**src/design/lph_pkg.sv**
```systemverilog
// ----------------------------------------------------------------------------
// lph_pkg
// Shared types and constants for the linear probing hash table: word
// formats, opcodes, status codes, config register indexes and sequencer states.
// ----------------------------------------------------------------------------
package lph_pkg;

    localparam int ADDR_W_MAX = 16;
    localparam int KEY_W      = 32;
    localparam int VALUE_W    = 32;
    localparam int CFG_IDX_W  = 4;

    localparam logic [31:0] HASH_MULT = 32'd2654435761;

    localparam logic [1:0] OP_INSERT = 2'd0;
    localparam logic [1:0] OP_LOOKUP = 2'd1;
    localparam logic [1:0] OP_DELETE = 2'd2;

    localparam logic [1:0] STAT_DONE      = 2'd0;
    localparam logic [1:0] STAT_NOT_FOUND = 2'd1;
    localparam logic [1:0] STAT_FULL      = 2'd2;
    localparam logic [1:0] STAT_BAD_KEY   = 2'd3;

    localparam logic [CFG_IDX_W-1:0] CFG_CAPACITY_LOG2 = 4'd0;
    localparam logic [CFG_IDX_W-1:0] CFG_EMPTY_KEY     = 4'd1;

    typedef struct packed {
        logic [1:0]         opcode;
        logic [KEY_W-1:0]   key;
        logic [VALUE_W-1:0] value_in;
    } lph_in_t;

    typedef struct packed {
        logic [VALUE_W-1:0] value_out;
        logic [1:0]         status;
    } lph_out_t;

    // one write port and one read port of the slot store
    typedef struct packed {
        logic                  wr_en;
        logic [ADDR_W_MAX-1:0] wr_addr;
        logic [KEY_W-1:0]      wr_key;
        logic [VALUE_W-1:0]    wr_value;
        logic [ADDR_W_MAX-1:0] rd_addr;
    } lph_mem_req_t;

    typedef enum logic [2:0] {
        S_CLEAR,
        S_IDLE,
        S_READ,
        S_PROBE,
        S_RESP
    } lph_state_t;

endpackage

```
**src/design/lph_ctrl.sv**
```systemverilog
// ----------------------------------------------------------------------------
// lph_ctrl
// Probe sequencer: hashes the key, walks the slots one per cycle through the
// shared key compare, commits the update and holds the result word.
// ----------------------------------------------------------------------------
module lph_ctrl
    import lph_pkg::*;
#(
    parameter int TABLE_DEPTH = 1024,
    parameter int KEY_BITS    = 32
) (
    input  logic               aclk,
    input  logic               aresetn,
    input  logic               s_valid,
    output logic               s_ready,
    input  lph_in_t            s_data,
    output logic               m_valid,
    input  logic               m_ready,
    output lph_out_t           m_data,
    input  logic [3:0]         capacity_log2,
    input  logic [((KEY_BITS < KEY_W) ? KEY_BITS : KEY_W)-1:0] empty_key,
    output lph_mem_req_t       mem_req,
    input  logic [((KEY_BITS < KEY_W) ? KEY_BITS : KEY_W)-1:0] rd_key,
    input  logic [VALUE_W-1:0] rd_value
);

    localparam int AW     = $clog2(TABLE_DEPTH);
    localparam int KW     = (KEY_BITS < KEY_W) ? KEY_BITS : KEY_W;
    localparam int LG_MAX = $clog2(TABLE_DEPTH + 1) - 1;
    localparam logic [AW-1:0] HM_LO    = AW'(HASH_MULT);
    localparam logic [AW-1:0] LAST_ROW = AW'(TABLE_DEPTH - 1);

    lph_state_t state_reg, state_next;

    logic [1:0]         op_reg, op_next;
    logic [KW-1:0]      key_reg, key_next;
    logic [VALUE_W-1:0] val_reg, val_next;
    logic [AW-1:0]      prod_reg, prod_next;
    logic [AW-1:0]      mask_reg, mask_next;
    logic [AW-1:0]      slot_reg, slot_next;
    logic [AW-1:0]      left_reg, left_next;
    logic [AW-1:0]      clr_addr_reg, clr_addr_next;
    logic [VALUE_W-1:0] res_value_reg, res_value_next;
    logic [1:0]         res_status_reg, res_status_next;
    logic               m_valid_reg, m_valid_next;
    lph_out_t           m_data_reg, m_data_next;

    logic [KW-1:0]   key_in;
    logic [AW-1:0]   key_lo;
    logic [AW-1:0]   prod_w;
    logic [4:0]      lg;
    logic [AW-1:0]   mask_in;
    logic [AW-1:0]   home_slot;
    logic [AW-1:0]   next_slot;
    logic            key_hit;
    logic            key_empty;
    logic            out_free;

    assign key_in   = s_data.key[KW-1:0];
    assign key_lo   = AW'(key_in);
    // only the low address bits of the product ever reach the slot index
    assign prod_w   = key_lo * HM_LO;
    assign out_free = !m_valid_reg || m_ready;

    // slots in use: zero acts as one, clamp to the largest power of two that fits
    always_comb begin
        lg = {1'b0, capacity_log2};
        if (lg == 5'd0) begin
            lg = 5'd1;
        end
        if (lg > 5'(LG_MAX)) begin
            lg = 5'(LG_MAX);
        end
        for (int i = 0; i < AW; i++) begin
            mask_in[i] = (5'(i) < lg);
        end
    end

    assign home_slot = prod_reg & mask_reg;
    assign next_slot = (slot_reg + AW'(1)) & mask_reg;
    assign key_hit   = (rd_key == key_reg);
    assign key_empty = (rd_key == empty_key);

    always_ff @(posedge aclk) begin
        if (!aresetn) begin
            state_reg    <= S_CLEAR;
            clr_addr_reg <= '0;
            m_valid_reg  <= 1'b0;
        end else begin
            state_reg    <= state_next;
            clr_addr_reg <= clr_addr_next;
            m_valid_reg  <= m_valid_next;
        end
    end

    always_ff @(posedge aclk) begin
        op_reg         <= op_next;
        key_reg        <= key_next;
        val_reg        <= val_next;
        prod_reg       <= prod_next;
        mask_reg       <= mask_next;
        slot_reg       <= slot_next;
        left_reg       <= left_next;
        res_value_reg  <= res_value_next;
        res_status_reg <= res_status_next;
        m_data_reg     <= m_data_next;
    end

    always_comb begin
        state_next      = state_reg;
        op_next         = op_reg;
        key_next        = key_reg;
        val_next        = val_reg;
        prod_next       = prod_reg;
        mask_next       = mask_reg;
        slot_next       = slot_reg;
        left_next       = left_reg;
        clr_addr_next   = clr_addr_reg;
        res_value_next  = res_value_reg;
        res_status_next = res_status_reg;
        m_valid_next    = m_valid_reg && !m_ready;
        m_data_next     = m_data_reg;
        s_ready         = 1'b0;
        mem_req         = '0;
        mem_req.rd_addr = ADDR_W_MAX'(slot_reg);

        unique case (state_reg)
            S_CLEAR: begin
                mem_req.wr_en    = 1'b1;
                mem_req.wr_addr  = ADDR_W_MAX'(clr_addr_reg);
                mem_req.wr_key   = '1;
                mem_req.wr_value = '0;
                clr_addr_next    = clr_addr_reg + AW'(1);
                if (clr_addr_reg == LAST_ROW) begin
                    state_next = S_IDLE;
                end
            end
            S_IDLE: begin
                s_ready = 1'b1;
                if (s_valid) begin
                    op_next         = s_data.opcode;
                    key_next        = key_in;
                    val_next        = s_data.value_in;
                    prod_next       = prod_w;
                    mask_next       = mask_in;
                    res_value_next  = '0;
                    res_status_next = STAT_DONE;
                    if (key_in == empty_key) begin
                        res_status_next = STAT_BAD_KEY;
                        state_next      = S_RESP;
                    end else begin
                        case (s_data.opcode) inside
                            OP_INSERT, OP_LOOKUP, OP_DELETE: state_next = S_READ;
                            default:                         state_next = S_RESP;
                        endcase
                    end
                end
            end
            S_READ: begin
                mem_req.rd_addr = ADDR_W_MAX'(home_slot);
                slot_next       = home_slot;
                left_next       = mask_reg;
                state_next      = S_PROBE;
            end
            S_PROBE: begin
                // fetch the following slot ahead, dropped if this one ends the walk
                mem_req.rd_addr = ADDR_W_MAX'(next_slot);
                mem_req.wr_addr = ADDR_W_MAX'(slot_reg);
                if (key_hit) begin
                    res_status_next = STAT_DONE;
                    state_next      = S_RESP;
                    case (op_reg)
                        OP_INSERT: begin
                            mem_req.wr_en    = 1'b1;
                            mem_req.wr_key   = KEY_W'(key_reg);
                            mem_req.wr_value = val_reg;
                        end
                        OP_LOOKUP: begin
                            res_value_next = rd_value;
                        end
                        default: begin
                            mem_req.wr_en    = 1'b1;
                            mem_req.wr_key   = KEY_W'(empty_key);
                            mem_req.wr_value = '0;
                        end
                    endcase
                end else if (key_empty) begin
                    state_next = S_RESP;
                    if (op_reg == OP_INSERT) begin
                        mem_req.wr_en    = 1'b1;
                        mem_req.wr_key   = KEY_W'(key_reg);
                        mem_req.wr_value = val_reg;
                        res_status_next  = STAT_DONE;
                    end else begin
                        res_status_next = STAT_NOT_FOUND;
                    end
                end else if (left_reg == '0) begin
                    state_next      = S_RESP;
                    res_status_next = (op_reg == OP_INSERT) ? STAT_FULL : STAT_NOT_FOUND;
                end else begin
                    slot_next = next_slot;
                    left_next = left_reg - AW'(1);
                end
            end
            S_RESP: begin
                if (out_free) begin
                    m_valid_next          = 1'b1;
                    m_data_next.value_out = res_value_reg;
                    m_data_next.status    = res_status_reg;
                    state_next            = S_IDLE;
                end
            end
            default: begin
                state_next = S_IDLE;
            end
        endcase
    end

    assign m_valid = m_valid_reg;
    assign m_data  = m_data_reg;

`ifndef SYNTHESIS
    a_write_only_when_owned: assert property (@(posedge aclk) disable iff (!aresetn)
        mem_req.wr_en |-> (state_reg == S_CLEAR || state_reg == S_PROBE))
        else $error("slot store written outside clear or probe");

    a_slot_in_range: assert property (@(posedge aclk) disable iff (!aresetn)
        (state_reg == S_PROBE) |-> ((slot_reg & ~mask_reg) == '0))
        else $error("probe slot outside capacity");

    a_accept_moves_on: assert property (@(posedge aclk) disable iff (!aresetn)
        (s_valid && s_ready) |=> (state_reg == S_READ || state_reg == S_RESP))
        else $error("accepted word did not start a lookup or answer");

    a_result_from_resp: assert property (@(posedge aclk) disable iff (!aresetn)
        $rose(m_valid_reg) |-> $past(state_reg == S_RESP))
        else $error("result word raised outside response state");
`endif

endmodule

```
**config.mk**
```make
export PLATFORM = sky130hd
export DESIGN_NAME = lph_ctrl
export DESIGN_NICKNAME = d
export VERILOG_FILES = /design/src/design/lph_pkg.sv /design/src/design/lph_ctrl.sv
export SDC_FILE = /design/constraint.sdc
export NUM_CORES = 1
export LEC_CHECK = 0
export ABC_AREA = 1
export ABC_CLOCK_PERIOD_IN_PS = 11100
export BUFFER_PORTS_ARGS = -buffer_cell sky130_fd_sc_hd__buf_2
export CAP_MARGIN = 0
export CELL_PAD_IN_SITES_DETAIL_PLACEMENT = 1
export CELL_PAD_IN_SITES_GLOBAL_PLACEMENT = 1
export CORE_MARGIN = 5
export CORE_UTILIZATION = 39
export CTS_CLUSTER_SIZE = 40
export DETAILED_ROUTE_END_ITERATION = 8
export GPL_TIMING_DRIVEN = 0
export PLACE_DENSITY = 0.9
export SLEW_MARGIN = 5
export SYNTH_ARGS = -nofsm -noshare
export SYNTH_HDL_FRONTEND = slang
export SYNTH_SLANG_ARGS = --single-unit
```
**constraint.sdc**
```tcl
create_clock -name aclk -period 11.1 [get_ports aclk]
set_clock_uncertainty 0.1 [all_clocks]
set_input_delay 1.11 -clock aclk [delete_from_list [all_inputs] [get_ports aclk]]
set_output_delay 1.11 -clock aclk [all_outputs]
set_load 0.005 [all_outputs]
```
==> metrics.yaml, run 1 <==
cells_and_area:
  largest_reg_flops: 34
  area_delta_synth_final_pct: 26.4
  most-common-layout-cells: "299 x buf_2, 244 x nand2_1, 170 x edfxtp_1, 118 x inv_1, 96 x xnor2_1"
  finalNonFillerCells: 1717
  drive_gt1_share_pct: 27.5
  fin_nets: 1571
  post-route-util_pct: 50.0
  antenna_cells: 0
  final_common_cell: "buf_2"
setup_path:
  ff2ff_path_depth: 5
  end_kind: "output port"
  arrival_ns: 3.05
  required_ns: 9.89
  regToRegSetupSlack_ns: 8.35
  reg2reg_to: "left_reg[7]"
  crit_path_max_fanout: 10
  reg2reg_from: "state_reg[1]"
  critical_path_class: "in -> out"
  start_kind: "primary input"
power_and_ir_drop:
  ir_drop_v: 0.0000956
  switching_share_pct: 34.6
  intPower_mw: 1.40
  power.density_nw_per_um2: 170
  p_clk_share_pct: 28.6
  leakage_nw: 5.50
  p_switching_uw: 738
  comb_power_share_pct: 28.4
  seqPwrFrac_pct: 43.0
yosys:
  ys_seq_area_share_pct: 54.0
  syn_area_um2: 9960
  ys_warn_count: 0
  synth_top_family_by_area: "simple AND/OR/NAND/NOR gates"
  ys_ff_latch: 184
  yosysUniqueCellTypes: 40
  ys.flop_type: "edfxtp_1"
  synth_xor_xnor_area_share_pct: 8.97
  synth_compound_area_share_pct: 5.68
  synth-simple-area-share_pct: 20.1
  synthTopCellsByArea: "edfxtp_1 51%, nand2_1 9.2%, xnor2_1 8.4%"
  synth_edf_count: 170
  yosysTopAreaCell: "edfxtp_1"
  synthCells: 1046
  async_reset_ff_share_pct: 0
  yosysTopAreaCellShare_pct: 51.2
  postSynthAreaPerCell_um2: 9.53
  synthAdderAreaFrac_pct: 3.57
  synthMuxAreaShare_pct: 0
floorplanning:
  core-area_um2: 25200
  dieHeight_um: 170
  rows: 58
  start_util_pct: 39.6
  ios: 303
  die_width_um: 170
  dieArea_um2: 28800
timing:
  tns_ns: 0
  rsz0062_at_grt: "no"
  max_clock_freq_mhz: 235
  maxSlewViolCount: 0
  setup_viol: 0
  hold_violations: 0
  tightest_slew_ns: 1.01
  fin_crit_ns: 4.26
  setup_slack_ns: 6.84
  fin_hold_ws_ns: 0.320
  maxSlewHeadroom_pct: 32.6
  fin_crit_sh_pct: 38.3
detailed_routing:
  drt_pre_antenna_iters: 5
  via_per_inst: 5.05
  wire_per_inst_um: 19.7
  vias: 8677
  drt-initial-drc-count: 578
  antenna_left: 0
  drt-total-wl_um: 33800
  drc: 0
grt:
  grt_max_degree: 31
  grt_pass1_vias: 9504
  antenna_found_initial: 0
  grtUsageTotal_pct: 23.1
  gr-total-overflow: 0
  grt_pass1_wl_um: 52000
placement:
  port_buffers: 290
  place.gp.congestion: 0.870
  dpl.hpwl_um: 27200
  dp.cells: 1686
  post-place-ws_ns: 6.62
clock_tree:
  cts_hold_buf: 0
  cts_tree: "yes"
  htree_levels: 4
  path_clk_slew_ns: 0.07
  clock-sinks: 184
  cts_buffer_depth: 2
  insertion_delay_ns: 0.43
  cts_inserted_buffers: 17
  postCtsSetupBuffers: 0
  cts_resized: 0
  root_buffer: "clkbuf_16"
flow_run:
  max_cap_viol_count: 0
worst_hold_path:
  hp-start: "res_value_reg[8]"
  holdPathStages: 0
  hold_end: "m_data[10]"
  hold_path.class: "reg -> reg"
status:
  status: "completed"
==> per-layer routing <==
| metal | vias up | track usage (%) | wire, um | share of wire (%) |
|---|---|---|---|---|
| li1 | 4095 | - | - | - |
| met1 | 4182 | 26.6 | 13200 | 39 |
| met2 | 353 | 42.8 | 17400 | 52 |
| met3 | 47 | 5.41 | 2430 | 7.2 |
| met4 | 0 | 6.76 | 718 | 2.1 |
| met5 | - | 0 | 0 | 0 |
==> how the worst max path moves through the flow <==
stage                        endpoint     startpoint  depth (start not counted)
floorplan            res_value_reg[0]        s_valid                          4
global placement    res_value_reg[29]        s_valid                          5
detailed placement        prod_reg[9]     s_data[32]                         12
CTS                       mem_req[96]     rd_key[25]                         12
global route              mem_req[96]  empty_key[30]                         12
finish                    mem_req[96]  empty_key[30]                         12
==> logic make-up (layout without fill, tap and decap cells) <==
| group | after synthesis | after routing |
|---|---|---|
| fa+ha+maj | 26 | 26 |
| flops | 184 | 184 |
| other cells | 2 | 13 |
| buf+inv | 170 | 500 |
| compound gates | 99 | 99 |
| simple gates | 463 | 463 |
| xor+xnor | 102 | 102 |
==> cell type report <==
cell class                      count  area (um^2)
Buffer                             50          304
Clock buffer                       17          425
Clock inverter                     14          158
Fill cell                        3018        12600
Inverter                          120          450
Multi-Input combinational cell    703         3890
Sequential cell                   184         5390
Tap cell                          330          413
Timing Repair Buffer              299         1560
==> worst max-delay path: stages <==
cell and delay (ns):
buf_2 0.13, xnor2_1 0.14, nand2_1 0.08, nor2_1 0.23, nand2_1 0.11, nor2_1 0.11, nand2_1 0.15, nand2_2 0.11
buf_6 0.17, nand2_1 0.08, o21ai_0 0.43, buf_2 0.21
==> cells in the mapped netlist, types with 11 or more instances <==
| library cell | instances |
|---|---|
| nand2_1 | 244 |
| edfxtp_1 | 170 |
| inv_1 | 118 |
| xnor2_1 | 96 |
| nor2_1 | 89 |
| nand3_1 | 64 |
| and3_1 | 33 |
| o21ai_0 | 33 |
| ha_1 | 22 |
| o21ai_1 | 20 |
| clkbuf_1 | 17 |
| a21oi_1 | 16 |
| buf_4 | 16 |
| dfxtp_1 | 14 |
| nor3_1 | 11 |
==> power by group through the flow <==
stage / clock network, mW / logic [mW] / registers (mW)
2_1_floorplan: 0 / 0.315 / 0.925
3_3_place_gp: 0 / 0.566 / 0.941
3_5_place_dp: 0 / 0.610 / 0.933
4_1_cts: 0.622 / 0.615 / 0.917
6_report: 0.611 / 0.608 / 0.918
5_1_grt: 0.654 / 0.670 / 0.925
==> through the flow <==
stage	cell area, um^2	total power, mW
4_1_cts	12600	2.15
2_1_floorplan	10000	1.24
3_3_place_gp	11900	1.51
3_5_place_dp	12000	1.54
5_1_grt	12600	2.25
6_report	12600	2.14
Power figures use the tool's default switching activity.
==> inputs of run 2 (changes only) <==
Settings changed: ABC_AREA 1 to 0, ABC_CLOCK_PERIOD_IN_PS 11100 to 3760, CORE_UTILIZATION 39 to 36, PLACE_DENSITY 0.9 to 0.86.
Clock period 11.1 ns to 3.76 ns, I/O delays scaled along.
==> metrics.yaml, run 2 <==
flow_run:
  max_cap_viol_count: 0  # unchanged
clock_tree:
  cts_inserted_buffers: 17  # unchanged
  htree_levels: 4  # unchanged
  cts_buffer_depth: 2  # unchanged
  clock-sinks: 184  # unchanged
  cts_resized: 0  # unchanged
  cts_tree: "yes"
  insertion_delay_ns: 0.45  # +0.02 ns
  root_buffer: "clkbuf_16"
  path_clk_slew_ns: 0.09  # +0.02 ns
cells_and_area:
  finalNonFillerCells: 1463  # -15%
  largest_reg_flops: 34  # unchanged
  most-common-layout-cells: "292 x buf_2, 170 x edfxtp_1, 81 x xnor2_1, 47 x xor2_1, 41 x nand2_1"
  drive_gt1_share_pct: 32.5  # +4.9 points
  area_delta_synth_final_pct: 31.6
  final_common_cell: "buf_2"
  fin_nets: 1307  # -17%
yosys:
  yosysTopAreaCell: "edfxtp_1"
  synth_edf_count: 170  # unchanged
  synthTopCellsByArea: "edfxtp_1 55%, xnor2_1 7.6%, xor2_1 4.4%"
  ys_ff_latch: 184  # unchanged
  yosysTopAreaCellShare_pct: 54.6  # +3.4 points
  yosysUniqueCellTypes: 53  # +33%
  syn_area_um2: 9350  # -6.2%
  ys.flop_type: "edfxtp_1"
  synth_most_common_cell: "edfxtp_1"
  postSynthAreaPerCell_um2: 12.3  # +30%
  async_reset_ff_share_pct: 0  # unchanged
  synth.top_cells.by_count: "170 x edfxtp_1, 81 x xnor2_1, 47 x xor2_1"
  ys_warn_count: 0  # unchanged
  ys_seq_area_share_pct: 57.6  # +3.6 points
  synthCells: 757  # -28%
timing:
  tightest_slew_ns: 0.938  # -0.0726 ns
  fin_crit_ns: 3.37
  maxSlewViolCount: 0  # unchanged
  setup_slack_ns: 0.392  # -6.45 ns
  hold_violations: 0  # unchanged
  setup_viol: 0  # unchanged
  fin_crit_sh_pct: 89.6
  maxSlewHeadroom_pct: 37.3  # +4.7 points
  rsz0062_at_grt: "no"
  max_clock_freq_mhz: 297
detailed_routing:
  via_per_inst: 5.14  # +1.7%
  vias: 7516  # -13%
  drt-initial-drc-count: 461  # -20%
  wire_per_inst_um: 21.4  # +9.1%
  antenna_left: 0  # unchanged
  drt-total-wl_um: 31400  # -7.1%
  drt_pre_antenna_iters: 6  # +1
  drc: 0  # unchanged
setup_path:
  crit_path_top_delay_cell: "edfxtp_1"
  cp_top_family: "simple AND/OR/NAND/NOR gates"
  reg2reg_from: "state_reg[1]"
  end_kind: "output port"
  ff2ff_path_depth: 6  # +1
  arrival_ns: 2.89  # -0.16 ns
  start_kind: "flop"
  crit_chain: "xnor2_1, nand4_1, nor4_2, and3_2, o21ai_2, buf_6, o21ai_1, buf_2"
  crit_buf_inv: 2  # -1
  required_ns: 3.28  # -6.61 ns
  crit_path_max_fanout: 10  # unchanged
  path_depth: 8  # -4
  critical_path_class: "reg -> out"
  crit_start: "key_reg[24]"
  slowest_delay_ns: 0.42  # about the same
grt:
  grtUsageTotal_pct: 20.9  # -2.2 points
  gr-total-overflow: 0  # unchanged
  grt_pass1_vias: 8113  # -15%
  antenna_found_initial: 7  # +7
  grt_pass1_wl_um: 46700  # -10%
  grt_max_degree: 62  # +100%
floorplanning:
  dieHeight_um: 171  # +0.76%
  core-area_um2: 25800  # +2.6%
  die_width_um: 171  # +0.76%
  start_util_pct: 36.2  # -3.4 points
  dieArea_um2: 29300  # +1.5%
  rows: 59  # +1.7%
  ios: 303  # unchanged
placement:
  post-place-ws_ns: 0.312  # -6.30 ns
  port_buffers: 290  # unchanged
  dpl.hpwl_um: 24400  # -10%
  dp.cells: 1396  # -17%
  place.gp.congestion: 0.862  # -0.87%
status:
  status: "completed"
power_and_ir_drop:
  p_total_mw: 4.58  # +110%
  ir_drop_v: 0.000247  # +160%
  leakage_nw: 4.88  # -11%
  power.density_nw_per_um2: 372  # +120%
worst_hold_path:
  hp-start: "s_data[58]"
  hold_path.class: "in -> reg"
  holdPathStages: 1  # +1
==> run 2: cell count changes after synthesis, moves of 35 or more <==
| cell | before | now |
|---|---|---|
| nand2_1 | 244 | 41 |
| inv_1 | 118 | 19 |
| nor2_1 | 89 | 25 |
| nand3_1 | 64 | 12 |
| xor2_1 | 6 | 47 |
| and2_1 | 0 | 35 |
==> run 2: final timing paths <==
path / to / slack, ns
worst max-delay path: mem_req[51] / 0.39
worst min-delay path: key_reg[26] / 0.02
worst max register to register: res_value_reg[17] / 0.98
worst min register to register: m_data[19] / 0.32
==> run 2: repair_timing <==
| item | CTS | global route |
|---|---|---|
| endpoints found under the hold margin | 30 | 1 |
| hold buffers | 30 | 1 |
| setup buffers | 0 | 0 |
==> run 2: cells by family (layout without fill, tap and decap cells) <==
group,count (synthesis),after routing,synth area share [%]
fa+ha+maj,26,26,3.80
xor+xnor,128,128,12.0
buf+inv,64,420,3.88
compound gates,144,144,10.2
flops,184,184,57.6
other cells,2,17,0.0803
simple gates,209,209,12.4
==> run 2: report_power, final <==
part | total, mW | switching [mW] | internal, mW
sequential | 2.23 | 0.00353 | 2.23
clock | 1.92 | 0.985 | 0.930
combinational | 0.438 | 0.217 | 0.221
total | 4.58 | 1.21 | 3.38
==> run 2: stage by stage <==
stage,cell area (um^2),setup TNS [ns],utilization (%),hold slack [ns]
global placement,11300,-77.21,43.6,0.300
CTS,12300,0,47.5,0.00391
finish,12300,0,47.6,0.0192
floorplan,9390,0,-,0.300
detailed placement,11400,0,43.9,0.306
global route,12300,0,47.6,0.00288
==> run 2: worst reg2reg max path, stage by stage, from the launching register on <==
cell	delay (ns)
dfxtp_1	0.43
clkbuf_1	0.39
nand2_1	0.32
buf_2	0.29
o2bb2a_1	0.34
a21oi_4	0.38
buf_16	0.23
==> run 2: final cells by class <==
| class | count | area, um^2 |
|---|---|---|
| clock inverter | 15 | 204 |
| antenna | 4 | 10.0 |
| fill | 2875 | 13500 |
| tap | 335 | 419 |
| sequential | 184 | 5390 |
| multi-input combinational | 520 | 3670 |
| buffer | 45 | 292 |
| timing repair buffer | 324 | 1830 |
| clock buffer | 17 | 425 |
| inverter | 19 | 71.3 |
==> run 2: layer usage <==
layer  track usage [%]  part of all wire, %
met1              25.8                   40
met2              35.7                   50
met3              6.70                  8.4
met4              5.27                  1.5
met5                 0                 0.13
==> inputs of run 3 (changes only) <==
--- a/config.mk
+++ b/config.mk
@@ -6,5 +6,4 @@
 export NUM_CORES = 1
 export LEC_CHECK = 0
-export ABC_AREA = 0
 export ABC_CLOCK_PERIOD_IN_PS = 3760
 export BUFFER_PORTS_ARGS = -buffer_cell sky130_fd_sc_hd__buf_2
==> constraint.sdc (replaced) <==
create_clock -name aclk -period 3.76 [get_ports aclk]
set_clock_uncertainty 0.1 [all_clocks]
set_input_delay 0.188 -clock aclk [delete_from_list [all_inputs] [get_ports aclk]]
set_output_delay 0.188 -clock aclk [all_outputs]
set_load 0.005 [all_outputs]
==> metrics.yaml, run 3 (synthesis gave the netlist of run 2 again) <==
grt:
  grtUsageTotal_pct: 21.9  # +0.98 points
  grt_pass1_vias: 8577  # +5.7%
  grt_max_degree: 62  # unchanged
  grt_pass1_wl_um: 49000  # +4.9%
  gr-total-overflow: 0  # unchanged
  antenna_found_initial: 5  # -2
placement:
  dp.cells: 1396  # unchanged
  place.gp.congestion: 0.862  # unchanged
  post-place-ws_ns: 0.500  # +0.188 ns
  dpl.hpwl_um: 24400  # unchanged
  port_buffers: 290  # unchanged
floorplanning:
  dieArea_um2: 29300  # unchanged
  ios: 303  # unchanged
  start_util_pct: 36.2  # unchanged
  dieHeight_um: 171  # unchanged
  die_width_um: 171  # unchanged
  rows: 59  # unchanged
  core-area_um2: 25800  # unchanged
power_and_ir_drop:
  leakage_nw: 5.19  # +6.2%
  power.density_nw_per_um2: 356  # -4.3%
  ir_drop_v: 0.000249  # +0.54%
  p_total_mw: 4.65  # +1.4%
cells_and_area:
  finalNonFillerCells: 1536  # +5.0%
  largest_reg_flops: 34  # unchanged
  post-route-util_pct: 50.5  # +2.8 points
  most-common-layout-cells: "292 x buf_2, 170 x edfxtp_1, 104 x dlygate4sd3_1, 81 x xnor2_1, 47 x xor2_1"
  fin_nets: 1380  # +5.6%
  final_common_cell: "buf_2"
  drive_gt1_share_pct: 30.5  # -2.0 points
  area_delta_synth_final_pct: 39.4
timing:
  hold_violations: 0  # unchanged
  maxSlewViolCount: 0  # unchanged
  max_clock_freq_mhz: 299  # +0.60%
  fin_crit_ns: 3.35  # -0.0202 ns
  fin_hold_ws_ns: 0.00572  # -0.0135 ns
  setup_slack_ns: 0.412  # +0.0202 ns
  setup_viol: 0  # unchanged
  maxSlewHeadroom_pct: 35.4  # -1.9 points
  rsz0062_at_grt: "no"
  fin_crit_sh_pct: 89.0  # -0.54 points
  tightest_slew_ns: 0.966  # +0.0284 ns
clock_tree:
  insertion_delay_ns: 0.46  # about the same
  cts_inserted_buffers: 17  # unchanged
  clock-sinks: 184  # unchanged
  cts_tree: "yes"
  path_clk_slew_ns: 0.07  # -0.02 ns
  htree_levels: 4  # unchanged
  postCtsSetupBuffers: 0  # unchanged
  root_buffer: "clkbuf_16"
  cts_buffer_depth: 2  # unchanged
setup_path:
  crit_path_max_fanout: 5  # -5
  end_kind: "flop"
  critical_path_class: "in -> reg"
  required_ns: 3.85  # +0.57 ns
  arrival_ns: 3.44  # +0.55 ns
  start_kind: "primary input"
detailed_routing:
  vias: 7862  # +4.6%
  drt-total-wl_um: 32800  # +4.5%
  wire_per_inst_um: 21.3  # -0.47%
  via_per_inst: 5.12  # -0.37%
  drt_pre_antenna_iters: 5  # -1
  drt-initial-drc-count: 531  # +15%
  antenna_left: 0  # unchanged
  drc: 0  # unchanged
status:
  status: "completed"
worst_hold_path:
  hold_path.class: "in -> reg"
flow_run:
  max_cap_viol_count: 0  # unchanged
-- run 3: changes by cell type in the layout (fill, tap and decap cells not counted) --
cell	delta
dlygate4sd3_1	+73
-- run 3: path summary, 6_finish.rpt --
check | depth (start not counted) | from | slack, ns | endpoint
max | 12 | s_data[32] | 0.41 | prod_reg[9]
max reg2reg | 6 | state_reg[1] | 0.96 | res_value_reg[31]
min | 2 | rd_value[30] | 0.006 | res_value_reg[30]
min reg2reg | 0 | res_value_reg[17] | 0.32 | m_data[19]
-- run 3: per-stage QoR --
step	area [um^2]	TNS (ns)
after floorplan	9390	0
after global placement	11300	-75.88
after detailed placement	11400	0
after CTS	13000	0
after global routing	13000	0
final	13000	0
-- run 3: what timing repair did --
item,in CTS,in global routing
hold buffers,104,0
hold endpoints to repair,107,0
resized for setup,0,0
-- run 3: final cells by class --
type                       instances  area, um^2
antenna                            4        10.0
timing repair buffer             397        2560
inverter                          19        71.3
tap                              335         419
multi-input combinational        520        3670
sequential                       184        5390
buffer                            45         292
clock buffer                      17         425
clock inverter                    15         204
fill                            2827       12800
-- run 3: power by group --
part	switching, mW	internal (mW)	total, mW
combinational	0.232	0.271	0.502
sequential	0.00355	2.23	2.23
clock	0.984	0.930	1.91
-- run 3: critical path, cell delays in order --
cell and delay, ns:
dlygate4sd3_1 0.55, buf_2 0.17, ha_1 0.32, ha_1 0.28
inv_1 0.05, fa_1 0.54, inv_1 0.06, fa_1 0.48
ha_1 0.35, a21oi_1 0.19, xnor2_1 0.17, xnor2_1 0.09
-- run 3: metal layers --
metal / vias to the layer above / share of wire [%] / GRT usage [%]
li1: 3626 / - / -
met1: 3863 / 39 / 26.4
met2: 313 / 51 / 38.3
met3: 54 / 8.0 / 6.77
met4: 6 / 1.7 / 5.37
met5: - / 0.12 / 0
